[src/hdl/tlst_ram.sv]
// ----------------------------------------------------------------------------
// tlst_ram
// Generic simple dual-port RAM: one write port, one registered read port.
// ----------------------------------------------------------------------------
`default_nettype none

module tlst_ram #(
  parameter int WIDTH = 8,
  parameter int DEPTH = 16
) (
  input  wire logic                     clk,
  input  wire logic                     we,
  input  wire logic [$clog2(DEPTH)-1:0] waddr,
  input  wire logic [WIDTH-1:0]         wdata,
  input  wire logic [$clog2(DEPTH)-1:0] raddr,
  output logic      [WIDTH-1:0]         rdata
);

  logic [WIDTH-1:0] mem [DEPTH];

  always_ff @(posedge clk) begin
    if (we) begin
      mem[waddr] <= wdata;
    end
    rdata <= mem[raddr];
  end

endmodule

`default_nettype wire

[config.mk]
export PLATFORM = sky130hd
export DESIGN_NAME = tlst_ram
export DESIGN_NICKNAME = d
export VERILOG_FILES = /design/src/hdl/tlst_ram.sv
export SDC_FILE = /design/constraint.sdc
export NUM_CORES = 1
export LEC_CHECK = 0
export ABC_AREA = 1
export BUFFER_PORTS_ARGS = -buffer_cell sky130_fd_sc_hd__buf_2
export CAP_MARGIN = 40
export CORE_MARGIN = 5
export CORE_UTILIZATION = 35
export DETAILED_ROUTE_END_ITERATION = 12
export GPL_ROUTABILITY_DRIVEN = 0
export HOLD_SLACK_MARGIN = 0.03
export SYNTH_ARGS = -nofsm -noshare
export SYNTH_HDL_FRONTEND = slang
export SYNTH_SLANG_ARGS = --single-unit
[constraint.sdc]
create_clock -name clk -period 1.2 [get_ports clk]
set_clock_uncertainty 0.05 [all_clocks]
set_input_delay 0.18 -clock clk [delete_from_list [all_inputs] [get_ports clk]]
set_output_delay 0.18 -clock clk [all_outputs]
set_load 0.03 [all_outputs]
==> results of run 1 <==
## metal layers
| layer | up-vias | wire length [µm] |
|---|---|---|
| li1 | 1867 | - |
| met1 | 1828 | 5610 |
| met2 | 102 | 6320 |
| met3 | 26 | 527 |
| met4 | 0 | 363 |
| met5 | - | 0 |
## through the flow
stage | total power (µW) | utilization, %
6_report | 11600 | 42.5
2_1_floorplan | 5870 | -
3_3_place_gp | 6170 | 38.5
5_1_grt | 12000 | 42.5
3_5_place_dp | 6190 | 38.5
4_1_cts | 11700 | 42.5
## repair_timing
| action | 4_1_cts | 5_1_grt |
|---|---|---|
| resized for setup | 9 | 0 |
| setup endpoints to repair | 4 | 0 |
| hold endpoints to repair | 0 | 0 |
| buffers inserted | 0 | 0 |
## cells in the mapped netlist
| cell type | number | area (µm²) |
|---|---|---|
| buf_2 | 13 | 65.1 |
| edfxtp_1 | 128 | 3840 |
| nand3b_1 | 2 | 15.0 |
| buf_6 | 6 | 67.6 |
| inv_1 | 100 | 375 |
| nor2_1 | 17 | 63.8 |
| buf_4 | 4 | 30.0 |
| inv_2 | 2 | 7.51 |
| nand3_1 | 97 | 485 |
| nand2_1 | 173 | 649 |
| buf_1 | 1 | 3.75 |
| dfxtp_1 | 8 | 160 |
## state kept, by name (all words and copies together) (netlist names)
name,count
mem,128
rdata,8
## cell type report
type,instances,area (µm²)
clock buffer,17,425
clock inverter,15,208
fill,1558,9390
inverter,102,383
multi-input combinational,289,1210
sequential,136,4010
tap,220,275
timing repair buffer,53,444
## worst paths after layout
kind,start,end,depth (start not counted)
max,rdata[0]$_DFF_P_,rdata[0],1
min,wdata[0],mem[8][0]$_DFFE_PP_,1
max reg2reg,mem[8][3]$_DFFE_PP_,rdata[3]$_DFF_P_,6
min reg2reg,mem[12][2]$_DFFE_PP_,rdata[2]$_DFF_P_,6
## logic make-up after synthesis
| group | count (synthesis) | synth area share [%] |
|---|---|---|
| DFF | 136 | 69.4 |
| buffers and inverters | 126 | 9.52 |
| and+or+nand+nor | 289 | 21.0 |
## power breakdown
group / leakage [µW] / internal, µW / switching [µW]
registers: 0.00122 / 5310 / 38.1
clock network: 0.000300 / 3650 / 1880
logic: 0.00147 / 247 / 502
==> results.toml, run 1 <==
[layout]
final_cell_mix = "173 x nand2_1, 128 x edfxtp_1, 100 x inv_1, 97 x nand3_1, 22 x buf_4"
stdcell_count = 832
num-nets-final = 617
layout-drive-gt1-share_pct = 14.2
design_area_um2 = 6960
final_common_cell = "nand2_1"
area_growth_syn_to_layout_pct = 20.6
antenna_cells = 0

[critical_path]
worstPathMaxFanout = 1
path_class = "reg -> out"
slowest_delay_ns = 0.37
cp-start-kind = "register"
cp.buffers_inverters = 1
crit_family = "flip-flops"
critical_path.cell_chain = "buf_6"
crit_arrival_ns = 0.93
critPathCaptureType = "primary output"
slowest_stage = "dfxtp_1"
ff2ff_setup_slack_ns = 0.17
worstPathRequired_ns = 0.97

[floorplan]
die-area_um2 = 19100
start_util_pct = 35.3
ios = 26
die_y_um = 138
die_x_um = 138
num_rows = 47
core_area_um2 = 16300

[synthesis]
avgSynthCellArea_um2 = 10.5
netlist_instances = 551
ys_ff_latch = 136
yosysWarningCount = 0
ys_seq_area_share_pct = 69.4
synthesis.area_um2 = 5770
syn_nets = 569
synth.distinct_cells = 12

[detailed_routing]
drc = 0
viasPerCell = 4.59
postRouteAntennaNets = 0
drt_iter0_drc = 405
wl_per_cell_um = 15.4
drtPass1Iterations = 4
vias = 3823
wl_mm = 12.8

[clocking]
clk_latency_ns = 0.41
clk_path_buf_depth = 2
path_clk_slew_ns = 0.06
cts_max_level = 4
cts_num_sinks = 136
clockRootBuffer = "clkbuf_16"
hold_buffers = 0
cts_made_buffers = 17
cts_tree = "yes"

[grt]
overflow = 0
grt_pass1_wl_mm = 20.7
track_usage_pct = 14.0
busiest_layer = "met2"
met2_usage_pct = 23.5
met1_usage_pct = 17.5
first_global_vias = 3759
antenna_found_initial = 0
grt_max_degree = 65
use_met3_pct = 2.90

[sta]
rsz0062_at_grt = "false"
fmax_mhz = 861
period_needed_ns = 1.16
report.final.slew_viol_count = 0
tns_ns = 0
fin_crit_sh_pct = 96.8
hold_viol_final = 0
finalSetupViolCount = 0
maxSlewHeadroom_pct = 77.9
worstMarginPinSlew_ns = 0.331
fin_hold_ws_ns = 0.0993
layout_setup_ws_ns = 0.0384

[place]
placed_cell_area_um2 = 6300
dp_hpwl_mm = 8.18
dp_slack_ns = -0.114
io_buffers = 25
dp.cells = 800

[job]
maxCapViolations = 0

[power]
p_leak_uw = 0.00300
powerDensity_nw_per_um2 = 1670
peakVddDrop_v = 0.00111

[run_status]
status = "finished clean"

[worst_hold_path]
hold_class = "in -> reg"
(Power assumes the default switching activity.)
==> run 2, diff against run 1 <==
--- a/config.mk
+++ b/config.mk
@@ -5,7 +5,6 @@
 export SDC_FILE = /design/constraint.sdc
 export NUM_CORES = 1
 export LEC_CHECK = 0
-export ABC_AREA = 1
 export BUFFER_PORTS_ARGS = -buffer_cell sky130_fd_sc_hd__buf_2
 export CAP_MARGIN = 40
 export CORE_MARGIN = 5
==> run 2 against run 1 <==
Against the previous run:
- the flow now finishes with violations (negative setup slack)
- flip-flop and latch count is the same
- clock power is 17% lower
- routed wire length fell by 22%
- utilization is 1.6 points higher
- sequential share of layout area is 5.0 points higher
- cell area shrank 8.0%
- die area decreased by 10%
- synthesized cell count fell by 58%
- non-clock buffer count grew 6
- largest cell class unchanged
==> results.toml, run 2 <==
[run_status]
status = "finished, violations left"
violations = "negative setup slack"

[clocking]
cts_num_sinks = 136
path_clk_slew_ns = 0.06
cts_made_buffers = 17
clk_latency_ns = 0.41
clockRootBuffer = "clkbuf_16"
cts_max_level = 4
cts_tree = "yes"
hold_buffers = 0
cts_setup_buffers = 0
clk_path_buf_depth = 2

[critical_path]
reg2regPathDepth = 3
cp-start-kind = "register"
path_class = "reg -> reg"
worstPathRequired_ns = 1.44
critPathCaptureType = "register"
critical_path.cell_chain = "mux4_2, a22oi_2, nand2_1"
reg2reg_from = "mem[11][4]$_DFFE_PP_"
crit_arrival_ns = 1.54
ff2ff_setup_slack_ns = -0.09
reg2reg_to = "rdata[4]$_DFF_P_"
slowest_stage = "mux4_2"
slowest_delay_ns = 0.48
worstPathMaxFanout = 1

[floorplan]
ios = 26
num_rows = 44
die-area_um2 = 17200
start_util_pct = 35.6
die_y_um = 131
core_area_um2 = 14500
die_x_um = 131

[synthesis]
synthTopCellsByCount = "128 x edfxtp_1, 18 x mux4_2, 16 x a22oi_1"
synth.distinct_cells = 19
async_reset_ff_share_pct = 0
ys_seq_area_share_pct = 77.8
netlist_instances = 229
synth_edf_count = 128
synth.most_common_cell = "edfxtp_1"
yosys.area.top_type_share_pct = 74.7
synth_area_leaders = "edfxtp_1 75%, mux4_2 7.9%, mux4_1 7.1%"
synth_area_leader_cell = "edfxtp_1"
yosysWarningCount = 0
synthesis.area_um2 = 5150
syn_nets = 247
ys_ff_latch = 136
ys.flop_type = "edfxtp_1"
avgSynthCellArea_um2 = 22.5

[sta]
fin_hold_ws_ns = 0.0995
worstMarginPinSlew_ns = 0.540
hold_viol_final = 0
report.final.slew_viol_count = 0
layout_setup_ws_ns = -0.0947
maxSlewHeadroom_pct = 64.0
finalSetupViolCount = 8
period_needed_ns = 1.29
fin_crit_sh_pct = 108
fmax_mhz = 772
rsz0062_at_grt = "true"

[detailed_routing]
drt_iter0_drc = 238
vias = 2416
drtPass1Iterations = 4
postRouteAntennaNets = 0
wl_mm = 10.0
viasPerCell = 4.89
wl_per_cell_um = 20.3
drc = 0

[grt]
grt_pass1_wl_mm = 15.8
track_usage_pct = 12.4
grt_max_degree = 17
antenna_found_initial = 1
first_global_vias = 2657
overflow = 0

[layout]
num-nets-final = 315
area_growth_syn_to_layout_pct = 24.3
final_common_cell = "edfxtp_1"
top_regs = "mem: 128 flops, rdata: 8 flops"
antenna_cells = 0
design_area_um2 = 6400
largest_register = "mem"
largest_reg_flops = 128
final_cell_mix = "128 x edfxtp_1, 31 x mux4_2, 25 x buf_4, 21 x buf_2, 17 x clkbuf_16"
fillers = 1235
layout-drive-gt1-share_pct = 43.5
utilization_pct = 44.2

[worst_hold_path]
hold_depth = 1
hold_class = "in -> reg"
min_to = "mem[5][7]$_DFFE_PP_"
worstHoldStart = "wdata[7]"

[power]
p_leak_uw = 0.00213
total_power_uw = 10600
powerDensity_nw_per_um2 = 1660
peakVddDrop_v = 0.00103

[place]
io_buffers = 25
dp_hpwl_mm = 6.42
placed_cell_area_um2 = 5780

[job]
maxCapViolations = 0
run 2: changes by cell type after synthesis, sizes merged, moves of 16 or more:
cell   previous run  this run
buf              24         7
nand2           173         9
inv             102         0
nand3            97         1
mux4              0        32
a22oi             0        16
run 2: per-stage QoR:
stage          TNS, ns  cells  setup WS [ns]
4_1_cts         -0.592    492        -0.0991
3_5_place_dp    -22.05    460         -0.512
2_1_floorplan    -2.61    229         -0.163
5_1_grt         -0.994    494         -0.145
3_3_place_gp    -20.52    460         -0.504
6_report        -0.498    494        -0.0947
run 2: repair_timing:
action	in CTS	in global routing
pin swaps	5	3
setup endpoints to repair	11	12
cloned	0	0
resized for setup	14	6
run 2: power breakdown:
part | internal [µW] | switching, µW | total [µW] | leakage (µW)
clock | 2790 | 1790 | 4580 | 0.000253
sequential | 5310 | 36.2 | 5350 | 0.00122
combinational | 302 | 364 | 666 | 0.000650
total | 8410 | 2190 | 10600 | 0.00213
run 2: metal layers:
layer	routed length, µm	vias up	global-route usage [%]
met5	13	-	0
met4	161	2	5.54
met3	606	18	4.17
met2	4780	63	18.3
met1	4450	1239	16.7
li1	-	1094	-
run 2: worst max path at each step:
stage / end / slack, ns / cells past startpoint / start
after floorplan: mem[0][0]$_DFFE_PP_ / -0.16 / 2 / waddr[2]
after detailed placement: rdata[0]$_DFF_P_ / -0.51 / 6 / raddr[0]
after CTS: rdata[0]$_DFF_P_ / -0.1 / 3 / mem[10][0]$_DFFE_PP_
after global placement: rdata[0]$_DFF_P_ / -0.50 / 6 / raddr[0]
after global routing: rdata[6]$_DFF_P_ / -0.14 / 3 / mem[3][6]$_DFFE_PP_
final: rdata[4]$_DFF_P_ / -0.09 / 3 / mem[11][4]$_DFFE_PP_
run 2: cells by family after synthesis:
group           after synthesis  share of synthesized area (%)
flops                       136                           77.8
compound gates               16                           2.33
simple gates                 35                           3.18
buf+inv                      10                           1.68
mux                          32                           15.0
run 2: final cells by class:
type | count | area (µm²) | area share, %
Multi-Input combinational cell | 83 | 1110 | 17.4
Tap cell | 184 | 230 | 3.60
Clock inverter | 12 | 85.1 | 1.33
Timing Repair Buffer | 59 | 527 | 8.23
Clock buffer | 20 | 437 | 6.82
Sequential cell | 136 | 4010 | 62.6
run 2: worst max-delay path, delay by kind of cell (launching register included):
kind / cells / cell delay, ns
DFF: 1 / 0.37
and+or+nand+nor: 1 / 0.07
muxes: 1 / 0.48
AOI/OAI and AO/OA: 1 / 0.21
